### src/hdl/rlht_pkg.sv
// Package for the heading tracker: fixed-point widths, angle constants,
// the atan table and the word handed from cell to cell. No dependencies.
`timescale 1ns / 1ps

package rlht_pkg;

    localparam int X_W = 48;
    localparam int Z_W = 27;
    localparam int ANG_W = 18;
    localparam int PRE_SHIFT = 24;
    localparam int ROUND_SHIFT = 9;
    localparam int MAX_STEPS = 24;
    localparam int ATAN_W = 23;
    localparam int RATE_W = 20;
    localparam int FT_W = 16;
    localparam int YAW_W = 16;
    localparam int LIMIT_W = RATE_W + FT_W;
    localparam int MAG_W = ANG_W - 1;

    localparam logic signed [ANG_W-1:0] HALF_TURN = 18'sd23040;
    localparam logic signed [ANG_W-1:0] FULL_TURN = 18'sd46080;
    localparam logic signed [ANG_W-1:0] THREE_HALF_TURN = 18'sd69120;
    localparam logic signed [ANG_W-1:0] TWO_TURNS = 18'sd92160;

    localparam logic signed [Z_W-1:0] Z_HALF_TURN = 27'sd11796480;
    localparam logic signed [Z_W-1:0] Z_ROUND = 27'sd256;

    localparam logic [RATE_W-1:0] YAW_RATE_RESET = 20'd23040;
    localparam logic YAW_RATE_IDX = 1'b0;

    // atan(2^-i) in 2^-16 degree
    localparam logic [ATAN_W-1:0] ATAN_TABLE [MAX_STEPS] = '{
        23'd2949120, 23'd1740967, 23'd919879, 23'd466945,
        23'd234379, 23'd117304, 23'd58666, 23'd29335,
        23'd14668, 23'd7334, 23'd3667, 23'd1833,
        23'd917, 23'd458, 23'd229, 23'd115,
        23'd57, 23'd29, 23'd14, 23'd7,
        23'd4, 23'd2, 23'd1, 23'd0
    };

    typedef struct packed {
        logic signed [X_W-1:0]   x;
        logic signed [X_W-1:0]   y;
        logic signed [Z_W-1:0]   z;
        logic signed [YAW_W-1:0] cur;
        logic [FT_W-1:0]         ft;
        logic                    aimed;
    } cell_word_t;

endpackage

### src/hdl/rlht_post.sv
// Back end: round and wrap the bearing, fold the difference, apply the
// turn limit and wrap the new heading, zeroed when not aimed, over four registered stages.
// Depends on rlht_pkg.
`timescale 1ns / 1ps

module rlht_post (
    input  logic                              clk,
    input  logic                              rst_n,
    input  logic                              in_valid,
    input  rlht_pkg::cell_word_t              in_word,
    input  logic [rlht_pkg::RATE_W-1:0]       yaw_rate,
    output logic                              done,
    output logic signed [rlht_pkg::YAW_W-1:0] new_yaw,
    output logic                              aimed
);

    localparam int A = rlht_pkg::ANG_W;

    // stage 1
    logic signed [rlht_pkg::Z_W-1:0]   z_round;
    logic signed [A-1:0]               want_raw;
    logic signed [A-1:0]               want_next;
    logic signed [A-1:0]               want1_reg;
    logic [rlht_pkg::LIMIT_W-1:0]      limit_next;
    logic [rlht_pkg::LIMIT_W-1:0]      limit1_reg;
    logic signed [A-1:0]               cur1_reg;
    logic                              aimed1_reg;
    logic                              v1_reg;

    // stage 2
    logic signed [A-1:0]               delta_raw;
    logic signed [A-1:0]               delta_next;
    logic [A-1:0]                      mag_abs;
    logic [rlht_pkg::MAG_W-1:0]        mag2_reg;
    logic                              pos2_reg;
    logic signed [A-1:0]               want2_reg;
    logic signed [A-1:0]               cur2_reg;
    logic [rlht_pkg::LIMIT_W-1:0]      limit2_reg;
    logic                              aimed2_reg;
    logic                              v2_reg;

    // stage 3
    logic                              fits;
    logic [rlht_pkg::MAG_W-1:0]        step;
    logic signed [A-1:0]               res_next;
    logic signed [A-1:0]               res3_reg;
    logic                              aimed3_reg;
    logic                              v3_reg;

    // stage 4
    logic signed [A-1:0]               wrap_next;
    logic signed [rlht_pkg::YAW_W-1:0] yaw_reg;
    logic                              aimed_reg;
    logic                              done_reg;

    always_comb
    begin
        z_round = in_word.z + rlht_pkg::Z_ROUND;
        want_raw = z_round[rlht_pkg::Z_W-1:rlht_pkg::ROUND_SHIFT];
        if (want_raw > rlht_pkg::HALF_TURN)
        begin
            want_next = want_raw - rlht_pkg::FULL_TURN;
        end
        else if (want_raw <= -rlht_pkg::HALF_TURN)
        begin
            want_next = want_raw + rlht_pkg::FULL_TURN;
        end
        else
        begin
            want_next = want_raw;
        end
        limit_next = yaw_rate * in_word.ft;
    end

    always_comb
    begin
        delta_raw = want1_reg - cur1_reg;
        if (delta_raw > rlht_pkg::HALF_TURN)
        begin
            delta_next = delta_raw - rlht_pkg::FULL_TURN;
        end
        else if (delta_raw < -rlht_pkg::HALF_TURN)
        begin
            delta_next = delta_raw + rlht_pkg::FULL_TURN;
        end
        else
        begin
            delta_next = delta_raw;
        end
        mag_abs = delta_next[A-1] ? A'(-delta_next) : A'(delta_next);
    end

    always_comb
    begin
        fits = limit2_reg >= {3'b000, mag2_reg, 16'h0000};
        step = limit2_reg[32:16];
        if (fits)
        begin
            res_next = want2_reg;
        end
        else if (pos2_reg)
        begin
            res_next = cur2_reg + {1'b0, step};
        end
        else
        begin
            res_next = cur2_reg - {1'b0, step};
        end
    end

    always_comb
    begin
        if (res3_reg > rlht_pkg::THREE_HALF_TURN)
        begin
            wrap_next = res3_reg - rlht_pkg::TWO_TURNS;
        end
        else if (res3_reg > rlht_pkg::HALF_TURN)
        begin
            wrap_next = res3_reg - rlht_pkg::FULL_TURN;
        end
        else if (res3_reg <= -rlht_pkg::THREE_HALF_TURN)
        begin
            wrap_next = res3_reg + rlht_pkg::TWO_TURNS;
        end
        else if (res3_reg <= -rlht_pkg::HALF_TURN)
        begin
            wrap_next = res3_reg + rlht_pkg::FULL_TURN;
        end
        else
        begin
            wrap_next = res3_reg;
        end
    end

    always_ff @(posedge clk or negedge rst_n)
    begin
        if (!rst_n)
        begin
            v1_reg   <= 1'b0;
            v2_reg   <= 1'b0;
            v3_reg   <= 1'b0;
            done_reg <= 1'b0;
        end
        else
        begin
            v1_reg   <= in_valid;
            v2_reg   <= v1_reg;
            v3_reg   <= v2_reg;
            done_reg <= v3_reg;
        end
    end

    always_ff @(posedge clk)
    begin
        want1_reg  <= want_next;
        limit1_reg <= limit_next;
        cur1_reg   <= {{(A - rlht_pkg::YAW_W){in_word.cur[rlht_pkg::YAW_W-1]}}, in_word.cur};
        aimed1_reg <= in_word.aimed;

        mag2_reg   <= mag_abs[rlht_pkg::MAG_W-1:0];
        pos2_reg   <= delta_next > 0;
        want2_reg  <= want1_reg;
        cur2_reg   <= cur1_reg;
        limit2_reg <= limit1_reg;
        aimed2_reg <= aimed1_reg;

        res3_reg   <= res_next;
        aimed3_reg <= aimed2_reg;

        yaw_reg    <= aimed3_reg ? wrap_next[rlht_pkg::YAW_W-1:0] : '0;
        aimed_reg  <= aimed3_reg;
    end

    assign done    = done_reg;
    assign new_yaw = yaw_reg;
    assign aimed   = aimed_reg;

endmodule

### config.mk
export PLATFORM = sky130hd
export DESIGN_NAME = rlht_post
export DESIGN_NICKNAME = d
export VERILOG_FILES = /design/src/hdl/rlht_pkg.sv /design/src/hdl/rlht_post.sv
export SDC_FILE = /design/constraint.sdc
export NUM_CORES = 1
export LEC_CHECK = 0
export ABC_AREA = 1
export BUFFER_PORTS_ARGS = -buffer_cell sky130_fd_sc_hd__buf_2
export CAP_MARGIN = 0
export CORE_AREA = 10 10 296 156
export CTS_CLUSTER_SIZE = 20
export DETAILED_ROUTE_END_ITERATION = 10
export DIE_AREA = 0 0 306 166
export GPL_TIMING_DRIVEN = 0
export PLACE_DENSITY = 0.72
export SKIP_LAST_GASP = 1
export SYNTH_ARGS = -nofsm -noshare
export SYNTH_HDL_FRONTEND = slang
export SYNTH_SLANG_ARGS = --single-unit
### constraint.sdc
create_clock -name clk -period 3.4 [get_ports clk]
set_input_delay 0.68 -clock clk [delete_from_list [all_inputs] [get_ports clk]]
set_output_delay 0.68 -clock clk [all_outputs]
set_load 0.01 [all_outputs]
# Word level (Yosys, flattened, before mapping)
# Index checks and enable logic that the tools add are counted.
dict set report word_totals {
  register_bits 200
  output_inout_bits 18
  elab_cells 53
}
dict set report op_classes {
  mux 11
  magnitude_cmp 10
  multipliers 1
  addsub 13
}
# cell n
set ops {}
lappend ops {{$mux 18} 6}
lappend ops {{$mux 16} 4}
lappend ops {{$gt 18x16->1 const B} 3}
lappend ops {{$add 18x17->18 const B} 2}
lappend ops {{$ge 36x33->1} 1}
lappend ops {{$le 18x16->1 const B} 2}
lappend ops {{$mul 20x16->36} 1}
lappend ops {{$sub 18x17->18 const B} 2}
lappend ops {{$add 16x16->16 const B} 2}
lappend ops {{$sub 16x16->16 const B} 2}
lappend ops {{$add 27x10->27 const B} 1}
lappend ops {{$add 18x17->18} 1}
lappend ops {{$gt 18x1->1 const B} 1}
lappend ops {{$gt 18x18->1 const B} 1}
lappend ops {{$le 18x18->1 const B} 1}
lappend ops {{$lt 18x16->1 const B} 1}
lappend ops {{$sub 18x16->18} 1}
lappend ops {{$sub 18x17->18} 1}
lappend ops {{$mux 17} 1}
lappend ops {{$neg 17->17} 1}

# Longest topological paths before layout
# Gate-level depths: netlist of the first run.
dict set report logic_depth {
  word_depth 6
  ltp_mapped 28
  depth_no_buf 28
}

# Least setup slack after synthesis of the first run
# Ideal clock, no wire load.
dict set report synth_timing {
  kind {input port to flip-flop}
  from {input yaw_rate[5] in the netlist's numbering}
  to {register limit1_reg[33] in the netlist's numbering}
  required_ns 3.328
  t_arrival_ns 6.053
  setup_time_ns 0.072
  path_stages 25
  path_slack_ns -2.724
  path_cell_list {clkbuf_1 -> clkbuf_1 -> nand2_1 -> fa_1 -> inv_1 -> fa_1 -> inv_1 -> fa_1 -> inv_1 -> fa_1 -> fa_1 -> inv_1 -> fa_1 -> inv_1 -> ha_1 -> nand2_1 -> inv_1 -> nand3_1 -> o221ai_1 -> a21oi_1 -> nor3_1 -> o21ai_0 -> o211ai_1 -> a21oi_1 -> xor2_1}
}
dict set report synth_between {
  elab_chain_cells 1
}
# item line
set synth_rtl {}
lappend synth_rtl {{from (decl)} rlht_post.sv:11} ;# input logic [rlht_pkg::RATE_W-1:0] yaw_rate,
lappend synth_rtl {{$mul 20x16->36} rlht_post.sv:72} ;# limit_next = yaw_rate * in_word.ft;
lappend synth_rtl {{net limit_next, one bit} rlht_post.sv:24} ;# logic [rlht_pkg::LIMIT_W-1:0] limit_next;
lappend synth_rtl {{to (signal assigned)} rlht_post.sv:156} ;# limit1_reg <= limit_next;
lappend synth_rtl {{to (decl)} rlht_post.sv:25} ;# logic [rlht_pkg::LIMIT_W-1:0] limit1_reg;
# The timed path passes the listed nets, and every way through them passes these cells.
# A chain may end at the register's enable or synchronous reset.

# Final worst setup path of the first run
dict set report layout_timing {
  from {input yaw_rate[8] in the netlist's numbering}
  to {register limit1_reg[33] in the netlist's numbering}
}
# The elaborated chain is that of the path after synthesis.

==> results.txt, run 1 <==
The startpoint identified for the worst register-to-register timing path is limit2_reg[16]. The floorplan row count came out at 53. The number of slew-limit violations in the final report came out at 0. Of all flip-flops after synthesis, the portion carrying an async set or reset was 0.0200. Yosys attributes the largest share of cell area to sky130_fd_sc_hd__fa_1 (25%), sky130_fd_sc_hd__dfxtp_1 (19%), sky130_fd_sc_hd__nand2_1 (12%), sky130_fd_sc_hd__inv_1 (11%), sky130_fd_sc_hd__ha_1 (11%). The number of enable-type register cells in the synthesized netlist came out at 0. The HPWL after detailed placement is 49.1 mm. The number of gates on the worst path with buffers counted came out at 23. For flop-to-flop paths, the worst setup slack is approximately 70 ps.

The final period demand of the worst path is 5670 ps. Among all cell types in the netlist, the one instantiated most often is sky130_fd_sc_hd__nand2_1. The count of endpoints failing setup in the final report is 30. The sequential fraction of the synthesis area is 0.198. The ratio of cells with drive above 1 in the final layout is 0.218.

The number of nets in the final layout is between 3000 and 4000. Summed over all instances, the cell type with the most area after synthesis is sky130_fd_sc_hd__fa_1. In this run the clock root is driven by a sky130_fd_sc_hd__clkbuf_16. Measured along the x axis, the die boundary spans around 310 um. The worst setup slack before clock tree synthesis is -3380 ps. The count of filler cells inserted in the layout is about 3500.

The total CTS buffers came out at 17. The cts-stage hold buffer count is 0. The die area came out at 0.0508 mm2. The post-detailed-route wirelength per cell is approximately 19 um. For this run, the slowest stage of the critical path takes between 500 and 600 ps.

The height of the die came out at roughly 170 um. The clock transition time at the flip-flop clock pins of the worst setup and hold paths came out at 80 ps. Among all stages on the critical path, the largest delay is contributed by sky130_fd_sc_hd__fa_1.

In the routed design, unresolved DRC markers number 0. Clock latency on the worst-skew pair, taken at its later pin, is around 440 ps. The clock drives 200 sinks. The maximum buffer depth of the clock tree is 2. The kind of start point of the critical path is an input pin. After layout, the worst setup slack is -2270 ps. The via count came out at roughly 18000.

The total standard cell area after synthesis came out at 0.0203 mm2. The total congestion overflow after global routing came out at 0. The total global-route track usage is 0.235. The highest attainable clock frequency came out at 0.176 GHz. Synthesis produced between 2000 and 3000 cells. The placed instances occupy a cell area of 0.0221 mm2.

The min-delay analysis places its worst path in the category in2async. At the end of routability-driven placement, the weighted congestion stood at approximately 0.96. The initial antenna violation count came to 1.

The worst setup path is of the in2reg kind. The count of cells along the worst register-to-register path came out at 18. The clock tree from TritonCTS is yes. The run finished, with violations left.

The arrival time reported for the critical path endpoint is 6000 ps. The mean area per synthesized cell came out at a little under 8 um2. The fraction of post-synthesis cell area in the top cell type by area came out at 0.249.

Between clock sinks in the finished design, the worst skew comes to 7.87 ps. In this run the worst path has a maximum fanout of 5. The measured slew at the worst slew-check pin is around 640 ps.

The final antenna-violating net count is 0. The number of warnings issued by yosys came out at 0. The final reports fail on negative setup slack. After synthesis, the most frequently instantiated cells are sky130_fd_sc_hd__nand2_1 (649), sky130_fd_sc_hd__inv_1 (608), sky130_fd_sc_hd__fa_1 (252). In this run, distinct cell masters in the synthesized netlist total 60. The data required time of the worst path is roughly 3700 ps. The count of pins on the block boundary came out at ~200.

The max-cap violation count came out at 0. Using the TritonRoute via totals, the vias-per-cell ratio works out to 5.32. The final wirelength came out at around 63 mm. The clock tree synthesis step divided the H-tree into 4 levels. The cell family contributing the most delay on the critical path is adder cells. The effective utilization at floorplan came out at 0.493. The number of flip-flops and latches in the synthesized netlist is 200. The final-layout setup total negative slack came out at -52900 ps.

Setup repair after global routing could not meet its margin everywhere. The total count of hold-check failures in the final report was 0. The critical path goes through clkbuf_16, clkbuf_16, buf_8, nand2_4, fa_1, inv_2, fa_1, fa_1, fa_1, fa_1, inv_2, fa_1, inv_2, ha_4, buf_6, nand2_8, o221ai_4, a21oi_4, nor3_4, o21ai_2, o211ai_1, a21oi_1, xor2_1.

The critical register-to-register path endpoint is res3_reg[15]. The final critical-path share of the clock period came out at 1.67. The sum of buffers and inverters on the critical path came out at 7.

The worst setup path is captured at a flip-flop. In this run the tightest slew margin relative to its limit is 0.570. With fillers left out, the area of the finished cells amounts to 0.0251 mm2. The predominant post-synthesis flop cell is sky130_fd_sc_hd__dfxtp_1. The maximum number of pins on one net before global-route repair came out at 21. The first global-routing pass estimated between 90 and 100 mm of wire. Counting tap cells, the placed design contains a total of around 3200 instances. The net count after synthesis came out at approximately 3200. The most numerous cell type found on the critical path is sky130_fd_sc_hd__fa_1. The number of global-route vias before repair is about 17000. Leaving out filler cells and counting taps, the final layout contains around 3300. The number of violations reported at the end of detailed-routing iteration 0 is between 1500 and 2000. Tracing the worst setup path back leads to its startpoint at yaw_rate[8].

Following the worst setup path forward leads to its endpoint at limit1_reg[33]. The placeable core region is about 0.041 mm2. The signed area change from the synthesized netlist to the final layout is 23.7%.

The number of detailed-routing iterations run before antenna repair came out at 5. The number of buffers inserted by port buffering is 56.
## cell usage in the layout (no fill, tap or decap), types with 22 or more instances in the layout
master,Yosys,layout
sky130_fd_sc_hd__a21oi_1,102,75
sky130_fd_sc_hd__buf_2,0,58
sky130_fd_sc_hd__buf_4,2,83
sky130_fd_sc_hd__buf_6,0,22
sky130_fd_sc_hd__clkbuf_16,0,40
sky130_fd_sc_hd__dfxtp_1,196,190
sky130_fd_sc_hd__fa_1,252,235
sky130_fd_sc_hd__ha_1,178,143
sky130_fd_sc_hd__ha_4,0,29
sky130_fd_sc_hd__inv_1,608,562
sky130_fd_sc_hd__inv_2,8,51
sky130_fd_sc_hd__nand2_1,649,576
sky130_fd_sc_hd__nand2_2,18,67
sky130_fd_sc_hd__nand2_4,6,28
sky130_fd_sc_hd__nand3_1,90,72
sky130_fd_sc_hd__nand4_1,24,24
sky130_fd_sc_hd__nor2_1,80,72
sky130_fd_sc_hd__o21ai_0,62,44
sky130_fd_sc_hd__xnor2_1,28,26
sky130_fd_sc_hd__xor2_1,70,69
## how the worst min path moves through the flow
stage                                 to  cells after the start
after floorplan               aimed2_reg                      0
after global placement     limit2_reg[3]                      0
after detailed placement  limit2_reg[13]                      0
after CTS                         v1_reg                      1
after global routing                done                      1
final                             v1_reg                      1
## cell type report
cell class | count | area (um2) | share of cell area
multi-input cells | 1700 | 15000 | 0.599
repair buffers | 167 | 1280 | 0.0512
well taps | 550 | 688 | 0.0274
flip-flops and latches | 200 | 4030 | 0.161
clock inverters | 13 | 148 | 0.00588
clock buffers | 19 | 443 | 0.0176
inverters | 619 | 2340 | 0.0931
diodes | 1 | 2.50 | 0.0000997
plain buffers | 79 | 1140 | 0.0453
## worst register-to-register path, cell delays in order, from the launching register on
cell                       delay (ps)
sky130_fd_sc_hd__dfxtp_2          350
sky130_fd_sc_hd__inv_2            110
sky130_fd_sc_hd__ha_4             150
sky130_fd_sc_hd__nand2_1           80
sky130_fd_sc_hd__nor2_1            90
sky130_fd_sc_hd__inv_1             70
sky130_fd_sc_hd__nor3_2           240
sky130_fd_sc_hd__inv_2             90
sky130_fd_sc_hd__nor4_4           270
sky130_fd_sc_hd__nor2_1           100
sky130_fd_sc_hd__xor2_1           170
sky130_fd_sc_hd__ha_1             380
sky130_fd_sc_hd__a21oi_2          150
sky130_fd_sc_hd__o21ai_1           90
sky130_fd_sc_hd__o21bai_2         220
sky130_fd_sc_hd__a21o_1           190
sky130_fd_sc_hd__a21oi_2          150
sky130_fd_sc_hd__xor2_1           190
sky130_fd_sc_hd__o21ai_2          120
## kinds of logic (layout without fill, tap and decap cells)
logic type	count (synthesis)	after routing	synth area share
other	0	1	0
XOR/XNOR	104	104	0.0488
AO/OA/AOI/OAI	221	221	0.0630
AND/OR/NAND/NOR	945	945	0.201
adder cells (fa/ha/maj)	430	430	0.359
buffers and inverters	698	897	0.130
flip-flops	200	200	0.198
## per-stage QoR
stage               hold WS (ps)  utilization
detailed placement           312        0.537
global placement             312        0.537
CTS                         11.7        0.578
finish                      27.7        0.609
global route                12.0        0.609
floorplan                    310            -
## per-layer routing
layer | vias up | track usage | part of all wire
met5 | - | 0 | 0
met2 | 852 | 0.319 | 0.40
met4 | 0 | 0.0318 | 0.011
li1 | 8188 | - | -
met1 | 8714 | 0.357 | 0.46
met3 | 71 | 0.0797 | 0.13
## what timing repair did
action                     CTS  global route
cloned                       4             4
pin swaps                   65           135
gates resized for setup    149           224
setup endpoints to repair   48            52
buffers inserted            47            57
Power of run 1 is not shown: default switching activity piles up to over one toggle a cycle in this logic, so the estimate is an artifact.
==> inputs of run 2 (changes only) <==
--- a/config.mk
+++ b/config.mk
@@ -13,6 +13,7 @@
 export DETAILED_ROUTE_END_ITERATION = 10
 export DIE_AREA = 0 0 306 166
 export GPL_TIMING_DRIVEN = 0
+export HOLD_SLACK_MARGIN = 0.05
 export PLACE_DENSITY = 0.72
 export SKIP_LAST_GASP = 1
 export SYNTH_ARGS = -nofsm -noshare
==> run 2 against run 1 <==
Compared with the run above: the run still ends with negative setup slack left; setup slack gained 5.8 ps; design area is essentially flat; non-clock buffer count grew 1; die area is the same; final cell count is essentially flat; flip-flop and latch count is the same; register-to-register slack lost 20 ps; wire length is essentially flat.
==> results.txt, run 2 (synthesis results as in run 1) <==
The number of levels the H-tree was split into is 4. The total count of hold-check failures in the final report was 0. The highest attainable clock frequency is 0.176 GHz. The remaining routing DRC violations is 0.

The worst-case hold slack is between 300 and 400 ps. The number of violations reported at the end of detailed-routing iteration 0 came out at 1636. The number of buffers inserted by port buffering came out at 56. The width of the die came out at about 310 um. The die is 166 um tall.

The HPWL after detailed placement is a little under 50 mm. The final antenna-violating net count is 0. The final critical-path share of the clock period came out at 1.67. After detailed routing, the total wire length is 62.8 mm. The worst register-to-register path ends at res3_reg[15]. The worst min-delay path category is reg2reg. The library cells used most frequently in the layout, excluding fill and tap cells, are sky130_fd_sc_hd__nand2_1 (576), sky130_fd_sc_hd__inv_1 (562), sky130_fd_sc_hd__fa_1 (235).

Setup violations remaining at the end of the flow were counted as 30. The run finished, with violations left. For this run the aggregate overflow at the end of global routing stands at 0. The clock transition time at the flip-flop clock pins of the worst setup and hold paths is around 80 ps.

The post-route standard cell area excluding fillers is 0.0251 mm2. The total global-route track usage is 0.235. The measured slew at the worst slew-check pin is ~640 ps. The setup skew after layout came out at between 8 and 9 ps. The via count is around 18000. The critical path in this run is classified as in2reg. The maximum fanout along the worst path is 5. The global-route track usage on met2 came out at 0.320. Tracing the worst setup path back leads to its startpoint at yaw_rate[8]. The placeable core region came out at roughly 0.041 mm2. The met3 usage in global routing is 0.0797. The die area came out at 0.0508 mm2. The signed area change from the synthesized netlist to the final layout came out at 23.8%. The worst setup path is captured at a flip-flop.

In the final layout, the share of cells above drive strength 1 is 0.218. The critical path endpoint is limit1_reg[33]. The maximum buffer depth of the clock tree came out at 2. The root buffer cell chosen for the clock tree is sky130_fd_sc_hd__clkbuf_16. The data required time of the worst path came out at 3730 ps. The final-layout setup total negative slack is -52750 ps. The number of instances on the worst hold path came out at 0.

The final period demand of the worst path came out at between 5000 and 6000 ps. The final weighted congestion in routability-driven placement is about 0.96. The worst setup path is launched from an input pin. met1 is the most crowded layer. The clock insertion delay at the later pin of the skew report came out at 440 ps. In the routed layout, each cell is associated on average with a via count of 5.32. The clock sink count came out at 200. The floorplan row count came out at between 50 and 60. In this run the critical register-to-register path is launched from limit2_reg[16]. In this run the count of I/O pins placed on the die edge is 197. The number of global-route vias before repair is between 15000 and 20000.

The maximum number of pins on one net before global-route repair is 21. Max-cap violations in this run came to 0. The clock tree from TritonCTS is yes. The first global-routing pass estimated roughly 95 mm of wire. The effective utilization at floorplan is 0.493. The final reports fail on negative setup slack. The headroom to the max-slew limit came out at 0.566. The worst path setup slack after routing is -2270 ps. Setup repair after global routing could not meet its margin everywhere. Data on the critical path arrives at its endpoint at roughly 6000 ps. The number of detailed-routing iterations run before antenna repair is 6. The post-detailed-route wirelength per cell came out at 18.7 um.

The count of cells along the worst register-to-register path came out at 18. The number of slew-limit violations in the final report came out at 0. The cell area reported after detailed placement is around 0.022 mm2. The number of placed instances with taps included is between 3000 and 4000. The final non-filler cell total came out at 3349. The total CTS buffers came out at 17. Leaving out fill and tap cells, the most frequent cell in the layout is sky130_fd_sc_hd__nand2_1. The register-to-register setup slack came out at 50 ps.

The initial antenna violation count is 1. The number of nets in the final layout is 3394. The met1 track utilization from global routing is 0.357.
[run 2: worst min path at each step]
stage                           endpoint            from
after floorplan               aimed2_reg      aimed1_reg
after global placement     limit2_reg[3]   limit1_reg[3]
after detailed placement  limit2_reg[13]  limit1_reg[13]
after CTS                         v1_reg        in_valid
after global routing         cur1_reg[4]     in_word[21]
final                     limit2_reg[18]  limit1_reg[18]
[run 2: per-layer routing]
layer / vias up / routed length (um)
li1: 8188 / -
met1: 8695 / 29200
met2: 878 / 25000
met3: 71 / 7950
met4: 0 / 694
met5: - / 0
[run 2: per-stage QoR]
stage,worst slack (ps),utilization
2_1_floorplan,-2210,-
3_3_place_gp,-3300,0.537
3_5_place_dp,-3380,0.537
4_1_cts,-2110,0.578
5_1_grt,-2390,0.610
6_report,-2270,0.610
[run 2: critical path, stage by stage]
cell	delay (ps)
sky130_fd_sc_hd__clkbuf_16	130
sky130_fd_sc_hd__clkbuf_16	150
sky130_fd_sc_hd__buf_8	120
sky130_fd_sc_hd__nand2_4	50
sky130_fd_sc_hd__fa_1	550
sky130_fd_sc_hd__inv_2	40
sky130_fd_sc_hd__fa_1	480
sky130_fd_sc_hd__fa_1	580
sky130_fd_sc_hd__fa_1	460
sky130_fd_sc_hd__fa_1	560
sky130_fd_sc_hd__inv_2	40
sky130_fd_sc_hd__fa_1	490
sky130_fd_sc_hd__inv_2	50
sky130_fd_sc_hd__ha_4	310
sky130_fd_sc_hd__buf_6	130
sky130_fd_sc_hd__nand2_8	60
sky130_fd_sc_hd__o221ai_4	220
sky130_fd_sc_hd__a21oi_4	70
sky130_fd_sc_hd__nor3_4	190
sky130_fd_sc_hd__o21ai_2	110
sky130_fd_sc_hd__o211ai_1	210
sky130_fd_sc_hd__a21oi_1	150
sky130_fd_sc_hd__xor2_1	180
[run 2: layout make-up]
class / count / area [um2]
buffer: 79 / 1140
antenna: 1 / 2.50
tap: 550 / 688
multi-input combinational: 1700 / 15000
sequential: 200 / 4030
timing repair buffer: 168 / 1290
clock buffer: 19 / 443
fill: 3452 / 16100
inverter: 619 / 2340
clock inverter: 13 / 148
[run 2: repair_timing]
item | 4_1_cts | 5_1_grt
gates resized for setup | 149 | 224
gates cloned | 4 | 4
pin swaps | 65 | 135
hold endpoints to repair | 4 | 0
hold buffers | 1 | 0
setup endpoints to repair | 48 | 52
buffers inserted | 47 | 57
Power of run 2 is left out for the same reason.
==> inputs of run 3 (changes only) <==
--- a/config.mk
+++ b/config.mk
@@ -9,6 +9,7 @@
 export BUFFER_PORTS_ARGS = -buffer_cell sky130_fd_sc_hd__buf_2
 export CAP_MARGIN = 0
 export CORE_AREA = 10 10 296 156
+export CTS_BUF_LIST = sky130_fd_sc_hd__clkbuf_4 sky130_fd_sc_hd__clkbuf_8
 export CTS_CLUSTER_SIZE = 20
 export DETAILED_ROUTE_END_ITERATION = 10
 export DIE_AREA = 0 0 306 166
==> run 3 against run 2 <==
Compared with the run above: the flow still finishes with violations (negative setup slack); final cell count down 0.45%; wire length is 2.3% lower; hold slack got worse by 50 ps; global-route usage grew 0.22 points; die area unchanged.
==> results.txt, run 3 (synthesis results as in run 1) <==
The tree is rooted in a sky130_fd_sc_hd__clkbuf_8. After detailed routing, the number of remaining DRC violations is 0. The clock insertion delay at the later pin of the skew report is 510 ps. The family of cells with the greatest summed delay on the critical path is adder cells. The final period demand of the worst path is between 5000 and 6000 ps. The clock transition time at the flip-flop clock pins of the worst setup and hold paths is 120 ps. After detailed routing, the number of vias per cell comes to 5.30. Setup repair after global routing could not meet its margin everywhere.

The via count is 17662. The count of cells along the worst register-to-register path is 24. For met1 alone, demand over resource in global routing was 0.367.

The wire length of the first global-routing pass came out at approximately 96 mm. TritonCTS built the clock tree. The number of gates on the worst path with buffers counted is 23.

The utilization after layout came out at 0.596. The final antenna-violating net count is 0. The total count of hold-check failures in the final report came out at 0.

The width of the die came out at approximately 310 um. The signed area change from the synthesized netlist to the final layout is 21.0%. The flow ran to the end, but the final reports show violations.

The worst setup path is captured at a flip-flop. The final critical-path share of the clock period came out at 1.65. The effective utilization at floorplan came out at 0.493. The number of placed instances, taps included, is 3204. In the final routed layout, each cell accounts on average for around 18 um. The path type of the worst setup path is in2reg. At the worst endpoint, the arrival time is ~6100 ps.

The number of global-route vias before repair came to 17376. After layout, the worst setup slack is -2210 ps. The sum of buffers and inverters on the critical path is 7. The number of detailed-routing iterations run before antenna repair came out at 5.

The ratio of cells with drive above 1 in the final layout is 0.201. Final hold analysis gives a worst-case slack of ~270 ps. In this run the number of H-tree levels came out at 4. The number of instances on the worst hold path is 1. The slowest stage of the critical path is the sky130_fd_sc_hd__fa_1 cell.

The max-cap violation count came out at 0. The met3 usage in global routing came out at 0.0755. In this run the worst setup path begins at yaw_rate[7]. Summed over all layers, the global routing overflow is 0. The clock drives 200 sinks. The initial antenna violation count came out at 1.

STA classifies the critical path startpoint as an input pin. In this design, the stage delay of the slowest critical-path cell is 560 ps. The post-route standard cell area excluding fillers is approximately 0.025 mm2. The floorplan row count is 53. The setup skew after layout came out at 18.1 ps. In this run the deepest clock path goes through 2 buffers. Once placement finished, the instance area stood at 0.0221 mm2. The count of endpoints failing setup in the final report is 30. The highest attainable clock frequency came out at 0.178 GHz. At the end of routability-driven placement, the weighted congestion stood at between 0.9 and 1.

The number of nets in the final layout is about 3400. The maximum number of pins on one net before global-route repair came out at 21. The maximum fanout along the worst path is 7. The number of slew-limit violations in the final report came out at 0.

The die area is approximately 0.051 mm2. In this run the critical register-to-register path is launched from want1_reg[0]. The core region is roughly 0.04 mm2. The most frequent cell on the critical path is sky130_fd_sc_hd__fa_1. The total global-route track usage came out at 0.237.

197 I/O pins were placed. In this run the vertical extent of the chip is ~170 um. Leaving out fill and tap cells, the most frequent cells in the layout are sky130_fd_sc_hd__nand2_1 (587), sky130_fd_sc_hd__inv_1 (572), sky130_fd_sc_hd__fa_1 (244).

The data required time of the worst path came out at roughly 3800 ps. The worst min-delay path category is in2reg. The detailed router finished its first iteration with 1694 violations.

The layer with the highest usage is met1. After the flow finishes, the layout carries non-filler instances totaling about 3300. Leaving out fill and tap cells, the most frequent cell in the layout is sky130_fd_sc_hd__nand2_1. The total CTS buffers came out at 17.

The startpoint identified for the worst hold timing path is in_word[32]. The final reports fail on negative setup slack. In this run the tool buffered the top-level ports with 56 buffer cells.

The headroom to the max-slew limit came out at 0.566. The global-route track usage on met2 came out at 0.318. The measured slew at the worst slew-check pin is between 600 and 700 ps. The final wirelength came out at around 60 mm.

The signal on the critical path passes through clkbuf_16, clkbuf_16, nand2_4, fa_1, inv_1, fa_1, inv_2, fa_1, inv_2, fa_1, fa_1, inv_1, fa_1, inv_2, ha_4, a21oi_4, o221ai_4, a21oi_4, nor3_4, o21ai_2, o211ai_1, a21oi_1, xor2_1. The HPWL after detailed placement came out at 49.1 mm.
## run 3: cell types whose count changed in the layout (fill, tap and decap cells not counted), moves of 5 or more
| cell | before | now |
|---|---|---|
| sky130_fd_sc_hd__nand2_4 | 28 | 21 |
| sky130_fd_sc_hd__a21oi_4 | 15 | 9 |
| sky130_fd_sc_hd__inv_1 | 562 | 572 |
| sky130_fd_sc_hd__inv_2 | 51 | 41 |
| sky130_fd_sc_hd__buf_12 | 5 | 0 |
| sky130_fd_sc_hd__clkbuf_16 | 40 | 27 |
| sky130_fd_sc_hd__nand2_1 | 576 | 587 |
| sky130_fd_sc_hd__fa_1 | 235 | 244 |
| sky130_fd_sc_hd__buf_8 | 13 | 2 |
| sky130_fd_sc_hd__buf_6 | 22 | 11 |
| sky130_fd_sc_hd__fa_2 | 17 | 8 |
| sky130_fd_sc_hd__clkbuf_8 | 17 | 44 |
## run 3: worst paths after layout
kind | to | slack [ps]
min reg2reg | limit2_reg[30] | 330
max reg2reg | mag2_reg[15] | 80
min | cur1_reg[15] | 270
min in group asynchronous | v2_reg | 520
max | limit1_reg[33] | -2210
max in group asynchronous | v3_reg | 2760
## run 3: cell type report
cell class,count,area (um2)
fill,3541,16600
multi-input combinational,1700,14800
sequential,200,4040
inverter,619,2340
buffer,79,1150
timing repair buffer,153,1110
tap,550,688
clock buffer,19,255
clock inverter,13,148
antenna,1,2.50
## run 3: timing repair
action                     in CTS  in global routing
pin swaps                      65                 62
hold endpoints to repair        4                  0
setup endpoints to repair      48                 52
hold buffers                    1                  0
gates cloned                    6                  0
resized for setup             158                135
buffers inserted               57                 33
## run 3: metrics by stage
| stage | setup slack [ps] | setup TNS, ps |
|---|---|---|
| 6_report | -2210 | -50640 |
| 5_1_grt | -2320 | -54010 |
| 4_1_cts | -2040 | -46430 |
| 3_5_place_dp | -3380 | -74210 |
| 3_3_place_gp | -3300 | -71880 |
| 2_1_floorplan | -2210 | -51540 |
## run 3: metal layers
metal	routed length, um	vias up
met5	0	-
met4	541	0
met3	7820	42
met2	24000	821
met1	29000	8648
li1	-	8151
Power of run 3 is left out for the same reason.
